===== src/rtl/assert_macros.svh =====
// ---------------------------------------------------------------------------
// assert_macros.svh
// shared assertion macros, clocked on clk and disabled while rst_n is low
// ---------------------------------------------------------------------------
`ifndef ASSERT_MACROS_SVH
`define ASSERT_MACROS_SVH

// same-cycle implication
`define ASSERT_IMPLIES(label, ante, cons) \
    label: assert property (@(posedge clk) disable iff (!rst_n) (ante) |-> (cons)) \
        else $error("same-cycle implication violated");

// next-cycle implication
`define ASSERT_NEXT(label, ante, cons) \
    label: assert property (@(posedge clk) disable iff (!rst_n) (ante) |=> (cons)) \
        else $error("next-cycle implication violated");

`endif


===== src/rtl/spl_pkg.sv =====
// ---------------------------------------------------------------------------
// spl_pkg
// types and constants shared by the segment position lookup modules
// ---------------------------------------------------------------------------
`default_nettype none

package spl_pkg;

    // default table depth
    localparam int TABLE_ENTRIES_DEF = 1024;

    // item kinds
    localparam logic MODE_WRITE = 1'b0;
    localparam logic MODE_QUERY = 1'b1;

    // controller states
    typedef enum logic [2:0] {
        S_IDLE,
        S_SETUP,
        S_HICHK,
        S_LOOP,
        S_CMP,
        S_FETCH,
        S_CALC,
        S_DONE
    } state_t;

    // address source for the primary offset read port
    typedef enum logic [1:0] {
        RD_HI,
        RD_MID,
        RD_SEG
    } rd_sel_t;

    // source of the found segment index
    typedef enum logic [1:0] {
        SEG_LO,
        SEG_HI,
        SEG_MIDM1
    } seg_sel_t;

    // commands from controller to datapath
    typedef struct packed {
        logic     write_entry;
        logic     load_query;
        rd_sel_t  rd_sel;
        logic     set_lo_mid;
        logic     set_hi_mid;
        logic     seg_load;
        seg_sel_t seg_sel;
        logic     calc;
        logic     load_out;
    } ctrl_cmd_t;

    // status from datapath to controller
    typedef struct packed {
        logic lo_ge_hi;
        logic a_le_pos;
        logic b_gt_pos;
        logic span_gt1;
        logic out_free;
    } ctrl_status_t;

endpackage

`default_nettype wire


===== src/rtl/spl_ctrl.sv =====
// ---------------------------------------------------------------------------
// spl_ctrl
// sequencer for table writes, the predecessor search and the result step
// ---------------------------------------------------------------------------
`default_nettype none
`include "assert_macros.svh"

module spl_ctrl (
    input  wire logic                  clk,
    input  wire logic                  rst_n,
    input  wire logic                  in_valid,
    output logic                       in_stall,
    input  wire logic                  mode,
    input  wire spl_pkg::ctrl_status_t status,
    output spl_pkg::ctrl_cmd_t         cmd
);
    import spl_pkg::*;

    state_t state_reg;
    state_t state_next;

    // state register
    always_ff @(posedge clk or negedge rst_n)
    begin
        if (!rst_n)
        begin
            state_reg <= S_IDLE;
        end
        else
        begin
            state_reg <= state_next;
        end
    end

    // next state and commands
    always_comb
    begin
        state_next  = state_reg;
        cmd         = '0;
        cmd.rd_sel  = RD_SEG;
        cmd.seg_sel = SEG_LO;
        in_stall    = 1'b1;
        unique case (state_reg)
            S_IDLE:
            begin
                in_stall = 1'b0;
                if (in_valid)
                begin
                    if (mode == MODE_QUERY)
                    begin
                        cmd.load_query = 1'b1;
                        state_next     = S_SETUP;
                    end
                    else
                    begin
                        cmd.write_entry = 1'b1;
                    end
                end
            end
            S_SETUP:
            begin
                if (status.lo_ge_hi)
                begin
                    cmd.seg_load = 1'b1;
                    cmd.seg_sel  = SEG_LO;
                    state_next   = S_FETCH;
                end
                else
                begin
                    cmd.rd_sel = RD_HI;
                    state_next = S_HICHK;
                end
            end
            S_HICHK:
            begin
                if (status.a_le_pos)
                begin
                    cmd.seg_load = 1'b1;
                    cmd.seg_sel  = SEG_HI;
                    state_next   = S_FETCH;
                end
                else
                begin
                    state_next = S_LOOP;
                end
            end
            S_LOOP:
            begin
                if (status.span_gt1)
                begin
                    cmd.rd_sel = RD_MID;
                    state_next = S_CMP;
                end
                else
                begin
                    cmd.seg_load = 1'b1;
                    cmd.seg_sel  = SEG_LO;
                    state_next   = S_FETCH;
                end
            end
            S_CMP:
            begin
                priority if (status.a_le_pos)
                begin
                    cmd.set_lo_mid = 1'b1;
                    state_next     = S_LOOP;
                end
                else if (status.b_gt_pos)
                begin
                    cmd.set_hi_mid = 1'b1;
                    state_next     = S_LOOP;
                end
                else
                begin
                    cmd.seg_load = 1'b1;
                    cmd.seg_sel  = SEG_MIDM1;
                    state_next   = S_FETCH;
                end
            end
            S_FETCH:
            begin
                cmd.rd_sel = RD_SEG;
                state_next = S_CALC;
            end
            S_CALC:
            begin
                cmd.calc   = 1'b1;
                state_next = S_DONE;
            end
            S_DONE:
            begin
                if (status.out_free)
                begin
                    cmd.load_out = 1'b1;
                    state_next   = S_IDLE;
                end
            end
            default:
            begin
                state_next = S_IDLE;
            end
        endcase
    end

    // a query keeps the input side closed on the following cycle
    `ASSERT_NEXT(a_query_closes_input, in_valid && !in_stall && mode == MODE_QUERY, in_stall)
    // the search interval never collapses while a midpoint is compared
    `ASSERT_IMPLIES(a_cmp_open_interval, state_reg == S_CMP, !status.lo_ge_hi)

endmodule

`default_nettype wire


===== config.mk =====
export PLATFORM = sky130hd
export DESIGN_NAME = spl_ctrl
export DESIGN_NICKNAME = d
export VERILOG_FILES = /design/src/rtl/spl_pkg.sv /design/src/rtl/spl_ctrl.sv
export VERILOG_INCLUDE_DIRS = /design/src /design/src/rtl
export SDC_FILE = /design/constraint.sdc
export NUM_CORES = 1
export LEC_CHECK = 0
export ABC_AREA = 0
export BUFFER_PORTS_ARGS = -buffer_cell sky130_fd_sc_hd__buf_2
export CELL_PAD_IN_SITES_DETAIL_PLACEMENT = 0
export CELL_PAD_IN_SITES_GLOBAL_PLACEMENT = 1
export CORE_MARGIN = 1
export CORE_UTILIZATION = 24
export DETAILED_ROUTE_END_ITERATION = 8
export PLACE_DENSITY = 0.71
export SETUP_SLACK_MARGIN = 0.05
export SYNTH_ARGS = -nofsm -noshare
export SYNTH_HDL_FRONTEND = slang
export SYNTH_SLANG_ARGS = --single-unit

===== constraint.sdc =====
create_clock -name clk -period 1.6 [get_ports clk]
set_clock_uncertainty 0.2 [all_clocks]
set_input_delay 0.16 -clock clk [delete_from_list [all_inputs] [get_ports clk]]
set_output_delay 0.16 -clock clk [all_outputs]
set_load 0.03 [all_outputs]

==> flow_metrics.tcl <==
set metrics [dict create \
    required_ns 1.24 \
    start_kind "flip-flop" \
    htree_levels 1 \
    nets 89 \
    antenna_found_initial 0 \
    layout.cells.non_filler 93 \
    rows 12 \
    wl_met1_um 451 \
    place.gp.congestion 0.800 \
    route.met3.wl_um 34 \
    power.leakage_uw 0.000322 \
    critical_path_buf_inv_count 4 \
    critical-path-top-delay-family "buffers and inverters" \
    drcViolationCount 0 \
    rsz0062_at_grt "yes" \
    finalCritPeriodShare_pct 106 \
    pin_count 21 \
    max_stage_delay_ns 0.43 \
    cts_tree "built" \
    dieArea_um2 1470 \
    synth-seq-area-share_pct 23.6 \
    path_depth 6 \
    cts_sinks 3 \
    crit_path_top_delay_cell "dfrtp_2" \
    max_freq_ghz 0.588 \
    core_um2 1170 \
    clkTransAtPathRegs_ns 0.04 \
    syn_avg_cell_area_um2 6.91 \
    synth_top_area_share_pct 23.6 \
    wl_per_cell_um 11.5 \
    ff2ff_path_depth 5 \
    antenna_cells 0 \
    die_w_um 38.4 \
    dr.max_layer_used "met4" \
    totalPowerFinal_uw 1260 \
    crit_path_max_fanout 5 \
    gr-total-overflow 0 \
    path_cells "buf_4 -> buf_6 -> inv_6 -> nand2_2 -> o22ai_2 -> buf_6" \
    synth_area_leaders "dfrtp_1 (24%), nand2_1 (8.3%), nor2_1 (7.1%)" \
    synth_xor_area_share_pct 0 \
    dpl-instance-area_um2 455 \
    cts_made_buffers 3 \
    clk_path_buf_depth 2 \
    syn_nets 55 \
    io_buffers 20 \
    synthSimpleGateAreaFrac_pct 42.9 \
    finalSetupViolCount 6 \
    area_growth_syn_to_layout_pct 122 \
    grt_pass1_vias 342 \
    place_inst 79 \
    ys_ff_latch 3 \
    violations "negative setup slack" \
    yosys.area.top_type "dfrtp_1" \
    cts-root-buf "clkbuf_4" \
    hold_viol 0 \
    worst_slew_pin_slew_ns 0.221 \
    maxCapViolCount 0 \
    dp_hpwl_um 633 \
    slew_headroom_pct 85.2 \
    drtAntennaViolNets 0 \
    initial_core_util_pct 27.1 \
    yosysWarnings 0 \
    tns_ns -0.314 \
    crit_top_cell "buf_6" \
    fin_crit_ns 1.70 \
    r2r_slack_ns 0.19 \
    drtIter0Drc 7 \
    via_count 450 \
    synth_compound_area_share_pct 22.0 \
    crit_type "flip-flop to output pin" \
    synth_cell_types 24 \
    maxSlewViolCount 0 \
    syn_area_um2 318 \
    worstSetupStartpoint "state_reg[2]" \
    finalInstanceArea_um2 704 \
    viasPerCell 4.84 \
    clkLatencyLatePin_ns 0.24 \
    timing.final.ws_setup_ns -0.100 \
    ir_drop_mv 0.870 \
    synthMuxAreaShare_pct 0 \
    routed_wl_mm 1.07 \
    largest_register_ff_count 3 \
    outcome "finished with violations" \
    grt_pass1_wl_mm 1.40 \
    reg2reg_from "state_reg[2]" \
    drive_above_1_share_pct 72.2 \
    drt-pass1-iter-count 5 \
    place_ws_ns 0.0735 \
    fp.dieH_um 38.4 \
    synth_top_family_by_area "simple AND/OR/NAND/NOR gates" \
    worstPathArrival_ns 1.34 \
    route.met2.wl_um 571 \
    hp-class "input port to asynchronous set/reset pin" \
    grt_max_degree 8 \
    p_per_area_nw_per_um2 1790 \
    synthAdderAreaFrac_pct 0 \
    grt_usage_pct 13.5 \
    synthCells 46 \
    endpoint_kind "output pin" \
]
-- layout by cell type, fill, tap and decap left out --
master	count
buf_4	12
buf_6	11
buf_2	8
nand2_1	4
nor3_4	3
nor2_1	3
clkbuf_4	3
dfrtp_2	3
inv_6	2
nor3_2	2
nor2_2	2
nand2_2	2
nand2b_4	1
inv_2	1
nor3b_2	1
o21ai_2	1
and3b_1	1
a31oi_1	1
o22ai_2	1
nand3_2	1
nor2_4	1
and3_1	1
inv_1	1
nand2_4	1
o22ai_1	1
nor3_1	1
a211oi_1	1
nor2b_1	1
o21ai_1	1
and2b_1	1
a32oi_1	1
a21oi_1	1
o221a_1	1
a21oi_2	1
clkbuf_1	1
dlygate4sd3_1	1
-- synthesized netlist by cell type --
library cell and n:
nor3_2 2, inv_1 1, buf_6 1, o21ai_1 2, a211oi_1 1, dfrtp_1 3, and3_1 1, nand3_1 1
inv_2 3, and2b_1 1, nor3_1 4, nand2b_1 1, and3b_1 1, nor3b_1 1, a21oi_2 1, a21oi_1 1
o221a_1 1, nor2_1 6, a31oi_1 1, nor2b_1 1, nand2_1 7, a32oi_1 1, buf_2 2, o22ai_1 2
-- stage by stage --
stage               util (%)  hold WS [ns]
floorplan                  -        -0.336
global placement        38.9        -0.245
detailed placement      38.9        -0.244
CTS                     54.1        0.0466
global route            60.1        0.0763
finish                  60.1        0.0410
-- routing by layer --
| metal | global-route usage (%) | vias up |
|---|---|---|
| met4 | 5.17 | 0 |
| met1 | 20.1 | 207 |
| li1 | - | 229 |
| met3 | 0 | 2 |
| met2 | 20.8 | 12 |
| met5 | 0 | - |
-- cells by family (layout without fill, tap and decap cells) --
group	Yosys count	in the layout
simple gates	26	26
flops	3	3
compound gates	10	10
buf+inv	7	40
-- path summary, 6_finish.rpt --
path                                end
max                              cmd[4]
min                        state_reg[1]
max reg2reg                state_reg[1]
min reg2reg                state_reg[0]
max in group asynchronous  state_reg[0]
min in group clk           state_reg[0]
-- repair_timing --
action	in CTS	in global routing
hold buffers	1	0
gates resized for setup	27	17
hold endpoints to repair	3	0
pin swaps	7	3
setup endpoints to repair	12	12
buffers inserted	7	2
-- cell type report --
class                      count  area, um^2
fill                         100         467
multi-input combinational     36         293
timing repair buffer          32         264
sequential                     3        78.8
clock buffer                   4        26.3
inverter                       4        25.0
tap                           14        17.5
-- where the power goes --
part / internal (uW) / switching [uW] / leakage, uW
Combinational: 442 / 476 / 0.000277
Clock: 93.8 / 44.9 / 0.0000150
Sequential: 121 / 82.2 / 0.0000301
Total: 656 / 603 / 0.000322
-- worst reg2reg max path: stages (launching register included) --
cell      delay (ns)
dfrtp_2         0.43
buf_6           0.14
nand2b_4        0.15
buf_4           0.13
a21oi_1         0.17
a21oi_2         0.07
(Power assumes the default switching activity.)
